File: src/hw/rtl/nrmc_pkg.sv
`timescale 1ns / 1ps
// nrmc_pkg: shared constants, event type and lookup helpers of the GPRMC position parser.
// No dependencies; used by every other file of the block.
package nrmc_pkg;

	// Default configuration handed down from the top level
	localparam int unsigned FRACTION_DIGITS_DEF = 5;
	localparam int unsigned FRACTION_DIGITS_MAX = 7;
	localparam int unsigned FIFO_DEPTH_DEF      = 4;

	// Number format limits
	localparam int unsigned INT_DIGITS_MAX = 5;
	localparam int unsigned INT_W          = 17;
	localparam int unsigned IDS_W          = 3;
	localparam int unsigned FRAC_MAX_W     = 24;
	localparam int unsigned FDS_W          = 3;
	localparam int unsigned DEG_W          = 10;
	localparam int unsigned POS_W          = 30;
	localparam int unsigned DEG_DIVISOR    = 100;
	localparam int unsigned MICRO_PER_DEG  = 1000000;
	localparam int unsigned VALID_LIMIT    = 100000;

	// Sentence header
	localparam int unsigned PFX_LEN = 6;
	localparam int unsigned PFX_W   = 3;

	// Characters
	localparam logic [7:0] CH_DOLLAR = 8'h24;
	localparam logic [7:0] CH_NL     = 8'h0A;
	localparam logic [7:0] CH_COMMA  = 8'h2C;
	localparam logic [7:0] CH_POINT  = 8'h2E;
	localparam logic [7:0] CH_ZERO   = 8'h30;
	localparam logic [7:0] CH_NINE   = 8'h39;

	// Field positions after the header
	localparam int unsigned FIELD_W = 3;
	localparam logic [FIELD_W-1:0] FLD_TIME   = 3'd0;
	localparam logic [FIELD_W-1:0] FLD_STATUS = 3'd1;
	localparam logic [FIELD_W-1:0] FLD_LAT    = 3'd2;
	localparam logic [FIELD_W-1:0] FLD_NS     = 3'd3;
	localparam logic [FIELD_W-1:0] FLD_LON    = 3'd4;
	localparam logic [FIELD_W-1:0] FLD_DONE   = 3'd5;

	// Work handed from the front to the back
	typedef enum logic [1:0] {
		EV_LAT,
		EV_LON,
		EV_EMIT
	} ev_kind_t;

	typedef struct packed {
		ev_kind_t                kind;
		logic [INT_W-1:0]        int_acc;
		logic [FRAC_MAX_W-1:0]   frac_acc;
		logic [FDS_W-1:0]        frac_cnt;
		logic                    lon_ok;
		logic                    matched;
		logic                    err;
	} nrmc_event_t;

	// Expected header character at each position
	function automatic logic [7:0] pfx_char(input logic [PFX_W-1:0] pos);
		logic [7:0] ch;
		case (pos)
			3'd0:    ch = 8'h47; // G
			3'd1:    ch = 8'h50; // P
			3'd2:    ch = 8'h52; // R
			3'd3:    ch = 8'h4D; // M
			3'd4:    ch = 8'h43; // C
			3'd5:    ch = CH_COMMA;
			default: ch = 8'h00;
		endcase
		return ch;
	endfunction

	// Powers of ten as a small constant table
	function automatic logic [63:0] pow10(input logic [3:0] n);
		logic [63:0] p;
		case (n)
			4'd0:    p = 64'd1;
			4'd1:    p = 64'd10;
			4'd2:    p = 64'd100;
			4'd3:    p = 64'd1000;
			4'd4:    p = 64'd10000;
			4'd5:    p = 64'd100000;
			4'd6:    p = 64'd1000000;
			4'd7:    p = 64'd10000000;
			4'd8:    p = 64'd100000000;
			4'd9:    p = 64'd1000000000;
			default: p = 64'd1;
		endcase
		return p;
	endfunction

endpackage

File: src/hw/rtl/nrmc_stream_if.sv
`timescale 1ns / 1ps
// nrmc_byte_if and nrmc_result_if: valid/ready channels of the GPRMC position parser.
// Depends on nrmc_pkg for the position width.
interface nrmc_byte_if;
	logic       valid;
	logic       ready;
	logic [7:0] rx_byte;

	modport source (output valid, output rx_byte, input ready);
	modport sink (input valid, input rx_byte, output ready);
endinterface

interface nrmc_result_if;
	logic                         valid;
	logic                         ready;
	logic [nrmc_pkg::POS_W-1:0]   latitude_micro_deg;
	logic [nrmc_pkg::POS_W-1:0]   longitude_micro_deg;
	logic                         sentence_matched;
	logic                         parse_error;
	logic                         position_valid;

	modport source (output valid, output latitude_micro_deg, output longitude_micro_deg,
		output sentence_matched, output parse_error, output position_valid, input ready);
	modport sink (input valid, input latitude_micro_deg, input longitude_micro_deg,
		input sentence_matched, input parse_error, input position_valid, output ready);
endinterface

File: src/hw/rtl/nmea_rmc_position_parser_top.sv
`timescale 1ns / 1ps
// nmea_rmc_position_parser_top: GPRMC sentence parser, front classifier, event queue, back converter.
// Depends on nrmc_pkg, nrmc_stream_if, nrmc_front, nrmc_fifo and nrmc_back.
//
//   channel  | dir | payload                                         | handshake
//   ---------+-----+-------------------------------------------------+------------
//   rx       | in  | rx_byte[7:0]                                    | valid/ready
//   result   | out | latitude/longitude_micro_deg[29:0], matched,    | valid/ready
//            |     | parse_error, position_valid                     |
//
// One byte is accepted per cycle while the event queue has room.
// A result becomes valid once the emit event of its newline has passed through the queue,
// then the seven-stage conversion pipeline and the result register.
// A stalled result freezes the back pipeline; the front keeps taking bytes until
// FIFO_DEPTH events are queued.
// Reset opens a sentence as if '$' had arrived and clears the stored position; no clearing pass.
module nmea_rmc_position_parser_top #(
	parameter int unsigned FRACTION_DIGITS = nrmc_pkg::FRACTION_DIGITS_DEF,
	parameter int unsigned FIFO_DEPTH      = nrmc_pkg::FIFO_DEPTH_DEF
) (
	input  logic          clk,
	input  logic          arst_n,
	nrmc_byte_if.sink     rx,
	nrmc_result_if.source result
);
	import nrmc_pkg::*;

	logic        fe_push;
	nrmc_event_t fe_event;
	logic        q_full;
	logic        q_pop;
	logic        q_empty;
	nrmc_event_t q_head;

	// Classify bytes and post events
	nrmc_front #(
		.FRACTION_DIGITS (FRACTION_DIGITS)
	) u_front (
		.clk       (clk),
		.arst_n    (arst_n),
		.rx        (rx),
		.q_full    (q_full),
		.push      (fe_push),
		.push_data (fe_event)
	);

	// Decouple front and back
	nrmc_fifo #(
		.DEPTH (FIFO_DEPTH)
	) u_fifo (
		.clk       (clk),
		.arst_n    (arst_n),
		.push      (fe_push),
		.push_data (fe_event),
		.full      (q_full),
		.pop       (q_pop),
		.pop_data  (q_head),
		.empty     (q_empty)
	);

	// Convert, store and report
	nrmc_back #(
		.FRACTION_DIGITS (FRACTION_DIGITS)
	) u_back (
		.clk     (clk),
		.arst_n  (arst_n),
		.q_empty (q_empty),
		.q_pop   (q_pop),
		.q_data  (q_head),
		.result  (result)
	);

endmodule

File: src/hw/rtl/nrmc_front.sv
`timescale 1ns / 1ps
// nrmc_front: byte classifier; tracks header, fields and number accumulation,
// and posts conversion and emit events. Depends on nrmc_pkg and nrmc_byte_if.
module nrmc_front #(
	parameter int unsigned FRACTION_DIGITS = nrmc_pkg::FRACTION_DIGITS_DEF
) (
	input  logic                  clk,
	input  logic                  arst_n,
	nrmc_byte_if.sink             rx,
	input  logic                  q_full,
	output logic                  push,
	output nrmc_pkg::nrmc_event_t push_data
);
	import nrmc_pkg::*;

	localparam int unsigned FRAC_W = $clog2(pow10(4'(FRACTION_DIGITS)));

	logic                 in_sent_q, in_sent_d;
	logic [PFX_W-1:0]     pfx_q, pfx_d;
	logic                 fail_q, fail_d;
	logic [FIELD_W-1:0]   fld_q, fld_d;
	logic [INT_W-1:0]     int_q, int_d;
	logic [FRAC_W-1:0]    frac_q, frac_d;
	logic [FDS_W-1:0]     fcnt_q, fcnt_d;
	logic                 pt_q, pt_d;
	logic                 ovf_q, ovf_d;
	logic [IDS_W-1:0]     ids_q, ids_d;

	logic       acc;
	logic [7:0] ch;
	logic [7:0] ch_off;
	logic [3:0] digit;
	logic       matched;
	logic       num_upd;
	logic       num_clr;

	// Accept whenever the queue has room
	assign rx.ready = !q_full;
	assign acc      = rx.valid && rx.ready;
	assign ch       = rx.rx_byte;
	assign ch_off   = ch - CH_ZERO;
	assign digit    = (ch inside {[CH_ZERO:CH_NINE]}) ? ch_off[3:0] : 4'd0;
	assign matched  = (pfx_q == PFX_W'(PFX_LEN)) && !fail_q;

	// Classify the byte and work out the next state
	always_comb begin
		in_sent_d = in_sent_q;
		pfx_d     = pfx_q;
		fail_d    = fail_q;
		fld_d     = fld_q;
		int_d     = int_q;
		frac_d    = frac_q;
		fcnt_d    = fcnt_q;
		pt_d      = pt_q;
		ovf_d     = ovf_q;
		ids_d     = ids_q;
		num_upd   = 1'b0;
		num_clr   = 1'b0;
		push      = 1'b0;

		push_data          = '0;
		push_data.kind     = EV_EMIT;
		push_data.int_acc  = int_q;
		push_data.frac_acc = FRAC_MAX_W'(frac_q);
		push_data.frac_cnt = fcnt_q;
		push_data.lon_ok   = !ovf_q;
		push_data.matched  = matched;
		push_data.err      = matched && ((fld_q < FLD_DONE) || ovf_q);

		if (acc) begin
			if (ch == CH_DOLLAR) begin
				in_sent_d = 1'b1;
				pfx_d     = '0;
				fail_d    = 1'b0;
				fld_d     = FLD_TIME;
				ovf_d     = 1'b0;
				num_clr   = 1'b1;
			end else if (in_sent_q) begin
				if (ch == CH_NL) begin
					push           = 1'b1;
					push_data.kind = EV_EMIT;
					in_sent_d      = 1'b0;
				end else if (!fail_q) begin
					if (pfx_q < PFX_W'(PFX_LEN)) begin
						if (ch == pfx_char(pfx_q)) begin
							pfx_d = pfx_q + 1'b1;
						end else begin
							fail_d = 1'b1;
						end
					end else begin
						case (fld_q)
							FLD_TIME, FLD_STATUS, FLD_NS: begin
								if (ch == CH_COMMA) begin
									fld_d   = fld_q + 1'b1;
									num_clr = 1'b1;
								end
							end
							FLD_LAT: begin
								if (ch == CH_COMMA) begin
									push           = 1'b1;
									push_data.kind = EV_LAT;
									fld_d          = FLD_NS;
								end else begin
									num_upd = 1'b1;
								end
							end
							FLD_LON: begin
								if (ch == CH_COMMA) begin
									push           = 1'b1;
									push_data.kind = EV_LON;
									fld_d          = FLD_DONE;
								end else begin
									num_upd = 1'b1;
								end
							end
							default: begin
							end
						endcase
					end
				end
			end
		end

		// Drop the number in progress
		if (num_clr) begin
			int_d  = '0;
			frac_d = '0;
			fcnt_d = '0;
			pt_d   = 1'b0;
			ids_d  = '0;
		end

		// Accumulate one number character; non-digits count as zero
		if (num_upd) begin
			if (!pt_q) begin
				if (ch == CH_POINT) begin
					pt_d = 1'b1;
				end else if (ids_q >= IDS_W'(INT_DIGITS_MAX)) begin
					ovf_d = 1'b1;
				end else begin
					ids_d = ids_q + 1'b1;
					int_d = INT_W'(int_q * INT_W'(10) + INT_W'(digit));
				end
			end else if (fcnt_q < FDS_W'(FRACTION_DIGITS)) begin
				fcnt_d = fcnt_q + 1'b1;
				frac_d = FRAC_W'(frac_q * FRAC_W'(10) + FRAC_W'(digit));
			end
		end
	end

	// Hold parser state; reset behaves as if a '$' had just arrived
	always_ff @(posedge clk or negedge arst_n) begin
		if (!arst_n) begin
			in_sent_q <= 1'b1;
			pfx_q     <= '0;
			fail_q    <= 1'b0;
			fld_q     <= FLD_TIME;
			int_q     <= '0;
			frac_q    <= '0;
			fcnt_q    <= '0;
			pt_q      <= 1'b0;
			ovf_q     <= 1'b0;
			ids_q     <= '0;
		end else begin
			in_sent_q <= in_sent_d;
			pfx_q     <= pfx_d;
			fail_q    <= fail_d;
			fld_q     <= fld_d;
			int_q     <= int_d;
			frac_q    <= frac_d;
			fcnt_q    <= fcnt_d;
			pt_q      <= pt_d;
			ovf_q     <= ovf_d;
			ids_q     <= ids_d;
		end
	end

`ifndef SYNTH
	a_pfx_range: assert property (@(posedge clk) disable iff (!arst_n)
		pfx_q <= PFX_W'(PFX_LEN))
		else $error("header position beyond header length");
	a_fld_range: assert property (@(posedge clk) disable iff (!arst_n)
		fld_q <= FLD_DONE)
		else $error("field counter beyond last field");
	a_ids_range: assert property (@(posedge clk) disable iff (!arst_n)
		ids_q <= IDS_W'(INT_DIGITS_MAX))
		else $error("integer digit count beyond limit");
	a_emit_closes: assert property (@(posedge clk) disable iff (!arst_n)
		(push && push_data.kind == EV_EMIT) |=> !in_sent_q)
		else $error("sentence still open after emit");
`endif

endmodule

File: src/hw/rtl/nrmc_fifo.sv
`timescale 1ns / 1ps
// nrmc_fifo: short event queue between the front and back of the parser.
// Depends on nrmc_pkg for the event type.
module nrmc_fifo #(
	parameter int unsigned DEPTH = nrmc_pkg::FIFO_DEPTH_DEF
) (
	input  logic                  clk,
	input  logic                  arst_n,
	input  logic                  push,
	input  nrmc_pkg::nrmc_event_t push_data,
	output logic                  full,
	input  logic                  pop,
	output nrmc_pkg::nrmc_event_t pop_data,
	output logic                  empty
);
	import nrmc_pkg::*;

	localparam int unsigned PTR_W = (DEPTH > 1) ? $clog2(DEPTH) : 1;
	localparam int unsigned CNT_W = $clog2(DEPTH + 1);

	nrmc_event_t       mem_q [DEPTH];
	logic [PTR_W-1:0]  wr_q, rd_q;
	logic [CNT_W-1:0]  cnt_q;
	logic              do_push, do_pop;

	assign full     = (cnt_q == CNT_W'(DEPTH));
	assign empty    = (cnt_q == '0);
	assign do_push  = push && !full;
	assign do_pop   = pop && !empty;
	assign pop_data = mem_q[rd_q];

	// Store the entry
	always_ff @(posedge clk) begin
		if (do_push) begin
			mem_q[wr_q] <= push_data;
		end
	end

	// Advance pointers and occupancy
	always_ff @(posedge clk or negedge arst_n) begin
		if (!arst_n) begin
			wr_q  <= '0;
			rd_q  <= '0;
			cnt_q <= '0;
		end else begin
			if (do_push) begin
				wr_q <= (wr_q == PTR_W'(DEPTH - 1)) ? '0 : wr_q + 1'b1;
			end
			if (do_pop) begin
				rd_q <= (rd_q == PTR_W'(DEPTH - 1)) ? '0 : rd_q + 1'b1;
			end
			if (do_push && !do_pop) begin
				cnt_q <= cnt_q + 1'b1;
			end else if (do_pop && !do_push) begin
				cnt_q <= cnt_q - 1'b1;
			end
		end
	end

`ifndef SYNTH
	a_no_overrun: assert property (@(posedge clk) disable iff (!arst_n)
		push |-> !full)
		else $error("request pushed into a full queue");
	a_no_underrun: assert property (@(posedge clk) disable iff (!arst_n)
		pop |-> !empty)
		else $error("request popped from an empty queue");
	a_cnt_range: assert property (@(posedge clk) disable iff (!arst_n)
		cnt_q <= CNT_W'(DEPTH))
		else $error("queue occupancy beyond depth");
	a_push_fills: assert property (@(posedge clk) disable iff (!arst_n)
		(push && !pop) |=> !empty)
		else $error("queue empty after a push");
`endif

endmodule

File: src/hw/rtl/nrmc_back.sv
`timescale 1ns / 1ps
// nrmc_back: conversion pipeline (ddmm.f to micro-degrees), position store and result register.
// Depends on nrmc_pkg and nrmc_result_if.
module nrmc_back #(
	parameter int unsigned FRACTION_DIGITS = nrmc_pkg::FRACTION_DIGITS_DEF
) (
	input  logic                  clk,
	input  logic                  arst_n,
	input  logic                  q_empty,
	output logic                  q_pop,
	input  nrmc_pkg::nrmc_event_t q_data,
	nrmc_result_if.source         result
);
	import nrmc_pkg::*;

	// Minutes are scaled to SCALE units; micro-degrees = minutes * NUM / DEN
	localparam logic [63:0] SCALE  = pow10(4'(FRACTION_DIGITS));
	localparam logic [63:0] NUM    = (FRACTION_DIGITS < 5) ? pow10(4'(5 - FRACTION_DIGITS)) : 64'd1;
	localparam logic [63:0] DEN    = (FRACTION_DIGITS > 5) ?
		64'd6 * pow10(4'(FRACTION_DIGITS - 5)) : 64'd6;
	localparam int unsigned FRAC_W = $clog2(SCALE);
	localparam int unsigned MIN_W  = $clog2(64'd100 * SCALE);
	localparam logic [63:0] X_MAX  = 64'd100 * SCALE * NUM;
	localparam int unsigned X_W    = $clog2(X_MAX);
	localparam logic [63:0] RECIP_X = (64'd1 << X_W) / DEN;
	localparam int unsigned Q_W    = $clog2(X_MAX / DEN + 1);
	localparam int unsigned RR_W   = $clog2(64'd2 * DEN);
	localparam logic [63:0] RECIP_D = (64'd1 << INT_W) / DEG_DIVISOR;
	localparam int unsigned REM0_W = 8;
	localparam int unsigned REM_W  = 7;
	localparam int unsigned P_W    = 2 * INT_W;
	localparam int unsigned PX_W   = 2 * X_W;

	typedef struct packed {
		ev_kind_t kind;
		logic     lon_ok;
		logic     matched;
		logic     err;
	} ctl_t;

	logic adv;
	ctl_t ctl_in;

	logic                v_s1, v_s2, v_s3, v_s4, v_s5, v_s6, v_s7;
	ctl_t                ctl_s1, ctl_s2, ctl_s3, ctl_s4, ctl_s5, ctl_s6, ctl_s7;
	logic [P_W-1:0]      pdeg_s1;
	logic [INT_W-1:0]    int_s1;
	logic [FRAC_W-1:0]   fscl_s1, fscl_s2, fscl_s3;
	logic [DEG_W-1:0]    deg0_s2, deg_s3, deg_s4, deg_s5, deg_s6;
	logic [REM0_W-1:0]   rem0_s2;
	logic [REM_W-1:0]    rem_s3;
	logic [X_W-1:0]      x_s4, x_s5;
	logic [PX_W-1:0]     px_s5;
	logic [Q_W-1:0]      qx0_s6;
	logic [RR_W-1:0]     rr_s6;
	logic [POS_W-1:0]    pos_s7;

	logic [3:0]          fidx;
	logic [63:0]         fpow;
	logic [DEG_W-1:0]    deg0_c;
	logic [MIN_W-1:0]    minutes_c;
	logic [Q_W-1:0]      qx0_c;

	logic                out_v_q;
	logic [POS_W-1:0]    pend_q, slat_q, slon_q;
	logic [POS_W-1:0]    olat_q, olon_q;
	logic                omatch_q, oerr_q, ovalid_q;
	logic                commit;

	// Move the whole pipeline only when the result register can take a result
	assign adv    = !out_v_q || result.ready;
	assign q_pop  = adv && !q_empty;
	assign commit = adv && v_s7;

	assign ctl_in.kind    = q_data.kind;
	assign ctl_in.lon_ok  = q_data.lon_ok;
	assign ctl_in.matched = q_data.matched;
	assign ctl_in.err     = q_data.err;

	assign fidx      = 4'(FRACTION_DIGITS) - {1'b0, q_data.frac_cnt};
	assign fpow      = pow10(fidx);
	assign deg0_c    = pdeg_s1[INT_W +: DEG_W];
	assign minutes_c = MIN_W'(rem_s3) * MIN_W'(SCALE) + MIN_W'(fscl_s3);
	assign qx0_c     = px_s5[X_W +: Q_W];

	// Advance stage valids
	always_ff @(posedge clk or negedge arst_n) begin
		if (!arst_n) begin
			v_s1 <= 1'b0;
			v_s2 <= 1'b0;
			v_s3 <= 1'b0;
			v_s4 <= 1'b0;
			v_s5 <= 1'b0;
			v_s6 <= 1'b0;
			v_s7 <= 1'b0;
		end else if (adv) begin
			v_s1 <= !q_empty;
			v_s2 <= v_s1;
			v_s3 <= v_s2;
			v_s4 <= v_s3;
			v_s5 <= v_s4;
			v_s6 <= v_s5;
			v_s7 <= v_s6;
		end
	end

	// Conversion datapath: degree split, minutes scaling, divide by constant
	always_ff @(posedge clk) begin
		if (adv) begin
			// s1: reciprocal product for /100, align the fraction
			ctl_s1  <= ctl_in;
			int_s1  <= q_data.int_acc;
			pdeg_s1 <= P_W'(q_data.int_acc) * P_W'(RECIP_D);
			fscl_s1 <= FRAC_W'(q_data.frac_acc[FRAC_W-1:0] * fpow[FRAC_W-1:0]);
			// s2: estimated degrees and remainder
			ctl_s2  <= ctl_s1;
			deg0_s2 <= deg0_c;
			rem0_s2 <= REM0_W'(int_s1 - INT_W'(deg0_c) * INT_W'(DEG_DIVISOR));
			fscl_s2 <= fscl_s1;
			// s3: correct the estimate by one step
			ctl_s3  <= ctl_s2;
			fscl_s3 <= fscl_s2;
			if (rem0_s2 >= REM0_W'(DEG_DIVISOR)) begin
				deg_s3 <= deg0_s2 + 1'b1;
				rem_s3 <= REM_W'(rem0_s2 - REM0_W'(DEG_DIVISOR));
			end else begin
				deg_s3 <= deg0_s2;
				rem_s3 <= REM_W'(rem0_s2);
			end
			// s4: scaled minutes
			ctl_s4  <= ctl_s3;
			deg_s4  <= deg_s3;
			x_s4    <= X_W'(minutes_c) * X_W'(NUM);
			// s5: reciprocal product for the minutes divide
			ctl_s5  <= ctl_s4;
			deg_s5  <= deg_s4;
			x_s5    <= x_s4;
			px_s5   <= PX_W'(x_s4) * PX_W'(RECIP_X);
			// s6: estimated quotient and remainder
			ctl_s6  <= ctl_s5;
			deg_s6  <= deg_s5;
			qx0_s6  <= qx0_c;
			rr_s6   <= RR_W'(x_s5 - X_W'(qx0_c) * X_W'(DEN));
			// s7: corrected quotient plus whole degrees
			ctl_s7  <= ctl_s6;
			pos_s7  <= POS_W'(deg_s6) * POS_W'(MICRO_PER_DEG) + POS_W'(qx0_s6)
				+ POS_W'(rr_s6 >= RR_W'(DEN));
		end
	end

	// Commit positions and load the result register
	always_ff @(posedge clk or negedge arst_n) begin
		if (!arst_n) begin
			out_v_q <= 1'b0;
			pend_q  <= '0;
			slat_q  <= '0;
			slon_q  <= '0;
		end else begin
			if (result.ready) begin
				out_v_q <= 1'b0;
			end
			if (commit) begin
				case (ctl_s7.kind)
					EV_LAT: begin
						pend_q <= pos_s7;
					end
					EV_LON: begin
						if (ctl_s7.lon_ok) begin
							slat_q <= pend_q;
							slon_q <= pos_s7;
						end
					end
					EV_EMIT: begin
						out_v_q <= 1'b1;
					end
					default: begin
					end
				endcase
			end
		end
	end

	// Result payload
	always_ff @(posedge clk) begin
		if (commit && ctl_s7.kind == EV_EMIT) begin
			olat_q   <= slat_q;
			olon_q   <= slon_q;
			omatch_q <= ctl_s7.matched;
			oerr_q   <= ctl_s7.err;
			ovalid_q <= (slat_q > POS_W'(VALID_LIMIT));
		end
	end

	assign result.valid               = out_v_q;
	assign result.latitude_micro_deg  = olat_q;
	assign result.longitude_micro_deg = olon_q;
	assign result.sentence_matched    = omatch_q;
	assign result.parse_error         = oerr_q;
	assign result.position_valid      = ovalid_q;

`ifndef SYNTH
	a_deg_estimate: assert property (@(posedge clk) disable iff (!arst_n)
		v_s2 |-> (rem0_s2 < REM0_W'(2 * DEG_DIVISOR)))
		else $error("degree estimate off by more than one");
	a_min_estimate: assert property (@(posedge clk) disable iff (!arst_n)
		v_s6 |-> (rr_s6 < RR_W'(64'd2 * DEN)))
		else $error("minutes quotient estimate off by more than one");
	a_stall_holds: assert property (@(posedge clk) disable iff (!arst_n)
		(!adv && v_s7) |=> (v_s7 && $stable(pos_s7)))
		else $error("final stage lost while the result register is stalled");
`endif

endmodule
File: src/flat_wrapper.sv
// flat-port wrapper written by rule: the top's interface ports become plain ports
module nmea_rmc_position_parser_top_flat import nrmc_pkg::*;
#(
	parameter int unsigned FRACTION_DIGITS = nrmc_pkg::FRACTION_DIGITS_DEF,
	parameter int unsigned FIFO_DEPTH      = nrmc_pkg::FIFO_DEPTH_DEF
)
  (clk, arst_n, rx_valid, rx_rx_byte, rx_ready, result_valid, result_latitude_micro_deg, result_longitude_micro_deg, result_sentence_matched, result_parse_error, result_position_valid, result_ready);
  nrmc_byte_if rx_i ();
  nrmc_result_if result_i ();
  input  logic clk;
  input  logic arst_n;
  input wire logic [$bits(rx_i.valid)-1:0] rx_valid;
  input wire logic [$bits(rx_i.rx_byte)-1:0] rx_rx_byte;
  output wire logic [$bits(rx_i.ready)-1:0] rx_ready;
  output wire logic [$bits(result_i.valid)-1:0] result_valid;
  output wire logic [$bits(result_i.latitude_micro_deg)-1:0] result_latitude_micro_deg;
  output wire logic [$bits(result_i.longitude_micro_deg)-1:0] result_longitude_micro_deg;
  output wire logic [$bits(result_i.sentence_matched)-1:0] result_sentence_matched;
  output wire logic [$bits(result_i.parse_error)-1:0] result_parse_error;
  output wire logic [$bits(result_i.position_valid)-1:0] result_position_valid;
  input wire logic [$bits(result_i.ready)-1:0] result_ready;
  assign rx_i.valid = rx_valid;
  assign rx_i.rx_byte = rx_rx_byte;
  assign rx_ready = rx_i.ready;
  assign result_valid = result_i.valid;
  assign result_latitude_micro_deg = result_i.latitude_micro_deg;
  assign result_longitude_micro_deg = result_i.longitude_micro_deg;
  assign result_sentence_matched = result_i.sentence_matched;
  assign result_parse_error = result_i.parse_error;
  assign result_position_valid = result_i.position_valid;
  assign result_i.ready = result_ready;
  nmea_rmc_position_parser_top #(.FRACTION_DIGITS(FRACTION_DIGITS), .FIFO_DEPTH(FIFO_DEPTH)) u_core (.clk(clk), .arst_n(arst_n), .rx(rx_i), .result(result_i));
endmodule
File: config.mk
export PLATFORM = sky130hd
export DESIGN_NAME = nmea_rmc_position_parser_top_flat
export DESIGN_NICKNAME = d
export VERILOG_FILES = /design/src/hw/rtl/nrmc_pkg.sv /design/src/hw/rtl/nrmc_stream_if.sv /design/src/hw/rtl/nmea_rmc_position_parser_top.sv /design/src/hw/rtl/nrmc_front.sv /design/src/hw/rtl/nrmc_fifo.sv /design/src/hw/rtl/nrmc_back.sv /design/src/flat_wrapper.sv
export SDC_FILE = /design/constraint.sdc
export NUM_CORES = 2
export LEC_CHECK = 0
export BUFFER_PORTS_ARGS = -buffer_cell sky130_fd_sc_hd__buf_2
export CAP_MARGIN = 20
export CORE_MARGIN = 2
export CORE_UTILIZATION = 30
export DETAILED_ROUTE_END_ITERATION = 8
export PLACE_DENSITY_LB_ADDON = 0.25
export SYNTH_ARGS = -nofsm -noshare
export SYNTH_HDL_FRONTEND = slang
export SYNTH_SLANG_ARGS = --single-unit
File: constraint.sdc
create_clock -name clk -period 18.1 [get_ports clk]
set_input_delay 0 -clock clk [delete_from_list [all_inputs] [get_ports clk]]
set_output_delay 0 -clock clk [all_outputs]
set_load 0.1 [all_outputs]
# ---- After elaboration in Yosys (flattened, before gate mapping)
# Memory sizes are Yosys's and may differ from the RTL's.
# Index checks and enable logic that the tools add are counted.
dict set report word_totals {
  memories 2
  mem_bits_rw 168
  inputBits 12
  mem_bits_ro 480
  regBits 530
}
dict set report op_classes {
  multipliers 9
  n_eq_ne 26
  mux 103
  magnitude_cmp 9
  reduce_logical 36
  add_sub_neg 19
}
# memory words word_bits rd rd_clocked_by_memory_dff write_ports line
set mem_list {}
lappend mem_list {{(name not given)} 16 30 1 0 0 nrmc_pkg.sv:79} ;# case (n)
lappend mem_list {u_core.u_fifo.mem_q 4 42 1 0 1 nrmc_fifo.sv:21} ;# nrmc_event_t mem_q [DEPTH];
# op n
set op_table {}
lappend op_table {{$mux W17} 9}
lappend op_table {{$mux W3} 25}
lappend op_table {{$mux W8} 6}
lappend op_table {{$mux W1} 47}
lappend op_table {{$mul A24 B21 Y44 const B} 1}
lappend op_table {{$pmux W7 S6} 1}
lappend op_table {{$add A17 B4 Y17} 2}
lappend op_table {{$mul A17 B3 Y16 const B} 2}
lappend op_table {{$add A30 B1 Y30} 1}
lappend op_table {{$add A30 B21 Y30} 1}
lappend op_table {{$gt A30 B17 Y1 const B} 1}
lappend op_table {{$mul A17 B10 Y26 const B} 1}
lappend op_table {{$add A24 B17 Y24} 1}
lappend op_table {{$eq A8 B6 Y1 const B} 3}
lappend op_table {{$mul A10 B14 Y24 const B} 1}
lappend op_table {{$mul A21 B2 Y3 const B} 1}
lappend op_table {{$mux W2} 10}
lappend op_table {{$mul A7 B12 Y19 const B} 1}
lappend op_table {{$mul A17 B17 Y17} 1}
lappend op_table {{$add A3 B1 Y3 const B} 5}
lappend op_table {{$eq A3 B3 Y1 const B} 5}
lappend op_table {{$eq A3 B2 Y1 const B} 4}
lappend op_table {{$logic_and A1 B1 Y1} 11}
lappend op_table {{$add A10 B1 Y10 const B} 1}
lappend op_table {{other kinds (39)} 61}

# ---- Longest topological paths before layout
dict set report depth {
  depth_word 15
  depth_mapped 29
}

# ---- By module
# A second synthesis with hierarchy kept.
dict set report hier_totals {
  cells_unflattened 3777
  area_unflattened_um2 47481.8
}
# module area_each_um2 instances cells_each seq_area_each_um2
set by_module_without_submodules {}
lappend by_module_without_submodules {nrmc_back 35042.4 1 2909 12482.0}
lappend by_module_without_submodules {nrmc_fifo 7500.9 1 294 6060.8}
lappend by_module_without_submodules {nrmc_front 4938.5 1 574 1252.5}

# ---- Worst setup path after synthesis
# Ideal clock, no wire load.
dict set report synth_path {
  path_type {register to register}
  from {register u_core.u_back.out_v_q (netlist: u_core.u_back.result.valid)}
  to {register u_core.u_back.out_v_q (netlist: u_core.u_back.result.valid)}
  path_buffers 1
  period_less_slack_ps 10681
  arrival_ps 10588
  stages_incl_launch_ff 7
  setup_slack_ps 7419
  required_time_ps 18007
  setup_time_ps 93
  path_cell_list {dfrtp_1 nor2b_1 clkbuf_1 clkinv_1 nand2_1 nor3b_1 or2_2}
}
dict set report synth_via {
  elab_chain_len 4
}
# element line
set synth_rtl {}
lappend synth_rtl {{from (decl)} nrmc_back.sv:64} ;# logic out_v_q;
lappend synth_rtl {{from (signal assigned)} nrmc_back.sv:154} ;# out_v_q <= 1'b0;
lappend synth_rtl {{from (signal assigned)} nrmc_back.sv:160} ;# out_v_q <= 1'b0;
lappend synth_rtl {{from (signal assigned)} nrmc_back.sv:174} ;# out_v_q <= 1'b1;
lappend synth_rtl {{$logic_not A1 Y1} nrmc_back.sv:71} ;# assign adv = !out_v_q || result.ready;
lappend synth_rtl {{$logic_or A1 B1 Y1} nrmc_back.sv:71}
lappend synth_rtl {{$logic_and A1 B1 Y1} nrmc_back.sv:73} ;# assign commit = adv && v_s7;
lappend synth_rtl {{$mux W1 (*)} nrmc_back.sv:162} ;# if (commit) begin
# Every way passes the cells marked *; elsewhere a longest branch is shown, timed or not.
# A chain may end at the register's enable or synchronous reset.

# ---- Worst setup path after layout
dict set report layout_path {
  from {register u_core.u_fifo.rd_q[1]}
  to {register u_core.u_back.fscl_s1[16] (data pin)}
}
dict set report layout_via {
  elab_chain_len 4
}
# element line
set layout_rtl {}
lappend layout_rtl {{from (decl)} nrmc_fifo.sv:22} ;# logic [PTR_W-1:0] wr_q, rd_q;
lappend layout_rtl {{from (signal assigned)} nrmc_fifo.sv:50} ;# rd_q <= (rd_q == PTR_W'(DEPTH - 1)) ? '0 : rd_q + 1'b1;
lappend layout_rtl {{$mem_v2 Z4 W42 (*)} -}
lappend layout_rtl {{$sub A3 B3 Y4} nrmc_back.sv:80} ;# assign fidx = 4'(FRACTION_DIGITS) - {1'b0, q_data.frac_cnt};
lappend layout_rtl {{$mem_v2 Z16 W30} -}
lappend layout_rtl {{$mul A17 B17 Y17 (*)} nrmc_back.sv:114} ;# fscl_s1 <= FRAC_W'(q_data.frac_acc[FRAC_W-1:0] * fpow[FRAC_W-1:0]);
lappend layout_rtl {{to (signal assigned)} nrmc_back.sv:114}
lappend layout_rtl {{to (decl)} nrmc_back.sv:48} ;# logic [FRAC_W-1:0] fscl_s1, fscl_s2, fscl_s3;
# Marks and branches as above.

==> out/results.ini <==
[run_status]
status = finished, final reports clean

[synth]
ys_async_sr_fraction = 0.2359
synth_seq_cells = 657
postSynthCellCount = 3722
synth_ff_type = edfxtp_1
ys_warn_count = 0
synth.avg_cell_area_um2 = 12.34
synth_top_area_share = 0.3282
synth_top_cell_by_area = edfxtp_1
synth_edf_count = 502
ys_types = 84
syn-num-nets = 4688
ys_seq_area_frac = 0.4127
synth.area.top_cells = edfxtp_1 (33%), ha_1 (16%), fa_1 (15%)
syn_area_mm2 = 0.04593

[clock_network]
path_clk_slew_ns = 0.07
clock_sinks = 657
cts_root_buf = clkbuf_16
numCtsBuffers = 72
cts_max_level = 3
cts_setup_buffers = 0
cts_tree = yes
clockBufferDepth = 3
clkLatencyLatePin_ns = 0.66

[timing]
fin_skew_ns = 0.03409
setup_viol = 0
period_share = 0.4384
timing.fmax_ghz = 0.1260
fin_crit_ns = 7.935
tightest_slew_ns = 0.9391
rsz0062_at_grt = no
drv_slew = 0
setup_tns_ns = 0
hold_viol_final = 0
relSlewSlack = 0.3739

[worst_setup_path]
critPathKind = reg -> reg
worst-endpoint-arrival_ns = 8.32
rr_startpoint = u_core.u_fifo.rd_q[1]$_DFFE_PN0P_
r2r-end = u_core.u_back.fscl_s1[16]$_DFFE_PN_
critPathCaptureType = flip-flop
startpoint_type = flip-flop
worstRegToRegCells = 24
r2r_slack_ns = 10.17
required_ns = 18.49
crit_fanout = 47

[floorplanning]
design.core.area_mm2 = 0.1519
rows = 143
dieArea_mm2 = 0.1562
start_util = 0.3023
die_y_um = 395.3
ioPinCount = 77
die_w_um = 395.3

[global_route]
grt_overflow = 0
grt.total_usage = 0.1162
antenna_found_initial = 3
grt_pass1_vias = 27790
grt_pass1_wl_um = 147300
grt_max_degree = 106

[job]
drv_cap = 0

[final_layout]
fin_nets = 4817
fillerInstances = 15110
final_cells = 5937
areaGrowthSynthToFinish_pct = 11.68
num_antenna_cells = 0
layout-drive-gt1-share = 0.09547

[place]
dp_cells = 5791
dp_hpwl_um = 68260
routabilityCongestion = 0.8315
port_buffers = 76

[drt]
drc = 0
wl_per_cell_um = 14.86
detail-route-antenna-nets = 0
drt_pass1_iterations = 5
drt-initial-drc-count = 1095
avgViaCountPerCell = 4.399
routed-via-count = 26120
wirelength_um = 88200

[min_path]
hold_class = in -> async

-- Yosys cell counts (all sizes together) (12+ instances only) --
cell type	n
xnor2	170
clkbuf	37
buf	20
nor2	114
fa	352
dfrtp	154
inv	643
o21ai	123
ha	602
nand2b	19
nand4	23
nand2	223
xor2	68
and3	16
and2	53
a21oi	95
nor3	46
a21o	38
mux4	39
o21a	19
edfxtp	502
mux2	97
or2	12
mux2i	13
nor2b	25
nand3	51
o21bai	12
-- metal layers --
| layer | part of all wire | vias to the layer above | track usage |
|---|---|---|---|
| met5 | 0 | - | 0 |
| met4 | 0.016 | 0 | 0.02379 |
| met3 | 0.031 | 99 | 0.01957 |
| met2 | 0.47 | 271 | 0.1958 |
| met1 | 0.48 | 12780 | 0.1569 |
| li1 | - | 12970 | - |
-- worst max path at each step --
stage / slack (ns) / to / start / cells after the start
global route: 9.72 / u_core.u_back.fscl_s1[16]$_DFFE_PN_ / u_core.u_fifo.rd_q[0]$_DFFE_PN0P_ / 24
floorplan: 7.42 / u_core.u_back.result.valid$_DFF_PN0_ / u_core.u_back.result.valid$_DFF_PN0_ / 6
finish: 10.17 / u_core.u_back.fscl_s1[16]$_DFFE_PN_ / u_core.u_fifo.rd_q[1]$_DFFE_PN0P_ / 24
CTS: 10.13 / u_core.u_back.fscl_s1[16]$_DFFE_PN_ / u_core.u_fifo.rd_q[0]$_DFFE_PN0P_ / 24
global placement: 10.24 / u_core.u_back.fscl_s1[16]$_DFFE_PN_ / u_core.u_fifo.rd_q[1]$_DFFE_PN0P_ / 24
detailed placement: 10.16 / u_core.u_back.fscl_s1[16]$_DFFE_PN_ / u_core.u_fifo.rd_q[0]$_DFFE_PN0P_ / 24
-- worst max-delay path, cell delays in order (launching register included) --
cell     delay, ns
dfrtp_2       0.34
buf_4         0.55
mux4_2        0.48
inv_1         0.18
ha_1          0.39
nor2_1        0.55
and2_1        0.52
nand2_1       0.15
fa_1          0.57
inv_1         0.06
fa_1          0.48
inv_1         0.05
fa_1          0.52
fa_1          0.45
fa_1          0.52
fa_1          0.45
xnor2_1       0.15
xnor2_1       0.20
xnor2_1       0.15
xnor2_1       0.15
xnor2_1       0.15
xnor2_1       0.15
xnor2_1       0.10
xnor2_1       0.23
xnor2_1       0.10
-- registers in the layout (all words and copies together) (netlist names), 17 cells and up --
register and flops:
u_core.u_back.pend_q 30, u_core.u_back.slon_q 30, u_core.u_back.fscl_s1 17, u_core.u_fifo.mem_q 168
u_core.u_front.int_q 17, u_core.u_back.qx0_s6 21, u_core.u_back.px_s5 21, u_core.u_back.result.longitude_micro_deg 30
u_core.u_back.pos_s7 30, u_core.u_back.slat_q 30, u_core.u_back.fscl_s2 17, u_core.u_back.fscl_s3 17
u_core.u_back.x_s4 24, u_core.u_front.frac_q 17, u_core.u_back.result.latitude_micro_deg 30
-- placed cells by master, fill, tap and decap left out, types with 39 or more instances in the layout --
master,Yosys,layout
inv_1,642,642
ha_1,602,602
edfxtp_1,502,502
fa_1,352,352
nand2_1,223,223
xnor2_1,170,170
dfrtp_1,154,152
nor2_1,114,114
mux2_2,97,97
a21oi_1,95,95
buf_2,5,75
clkbuf_16,0,74
o21ai_0,73,73
xor2_1,68,68
nand3_1,51,50
and2_1,53,49
o21ai_1,48,48
nor3_1,45,44
mux4_2,39,39
-- area by class of cell --
class / instances / area [µm²] / share of cell area
timing repair buffer: 112 / 696.9 / 0.01359
clock inverter: 37 / 369.1 / 0.007197
inverter: 645 / 2429 / 0.04735
clock buffer: 93 / 1973 / 0.03847
tap: 2030 / 2540 / 0.04952
multi-input combinational: 2363 / 24320 / 0.4743
sequential: 657 / 18960 / 0.3696
-- per-stage QoR --
step	utilization	instance area, µm²	worst slack [ns]	hold WS, ns
5_1_grt	0.3376	51290	9.717	0.05933
3_5_place_dp	0.3212	48790	10.16	0.1629
6_report	0.3376	51290	10.17	0.005231
2_1_floorplan	-	45930	7.419	-0.2956
4_1_cts	0.3376	51290	10.13	0.01946
3_3_place_gp	0.3212	48790	10.24	0.1710
-- kinds of logic (layout without fill, tap and decap cells) --
group                    Yosys count  in the layout  share of synthesized area
AO/OA/AOI/OAI                    390            390                    0.05370
XOR/XNOR                         239            239                    0.04588
adder cells (fa/ha/maj)          954            954                     0.3174
buffers and inverters            702            887                    0.05808
flip-flops                       657            657                     0.4127
multiplexers                     149            149                    0.04574
AND/OR/NAND/NOR                  631            631                    0.06642
-- repair_timing --
item | CTS | global route
setup endpoints to repair | 0 | 0
hold endpoints to repair | 122 | 0
resized for setup | 0 | 0
hold buffers | 16 | 0
Power is not shown: default switching activity piles up to over one toggle a cycle in this logic, so the estimate is an artifact.
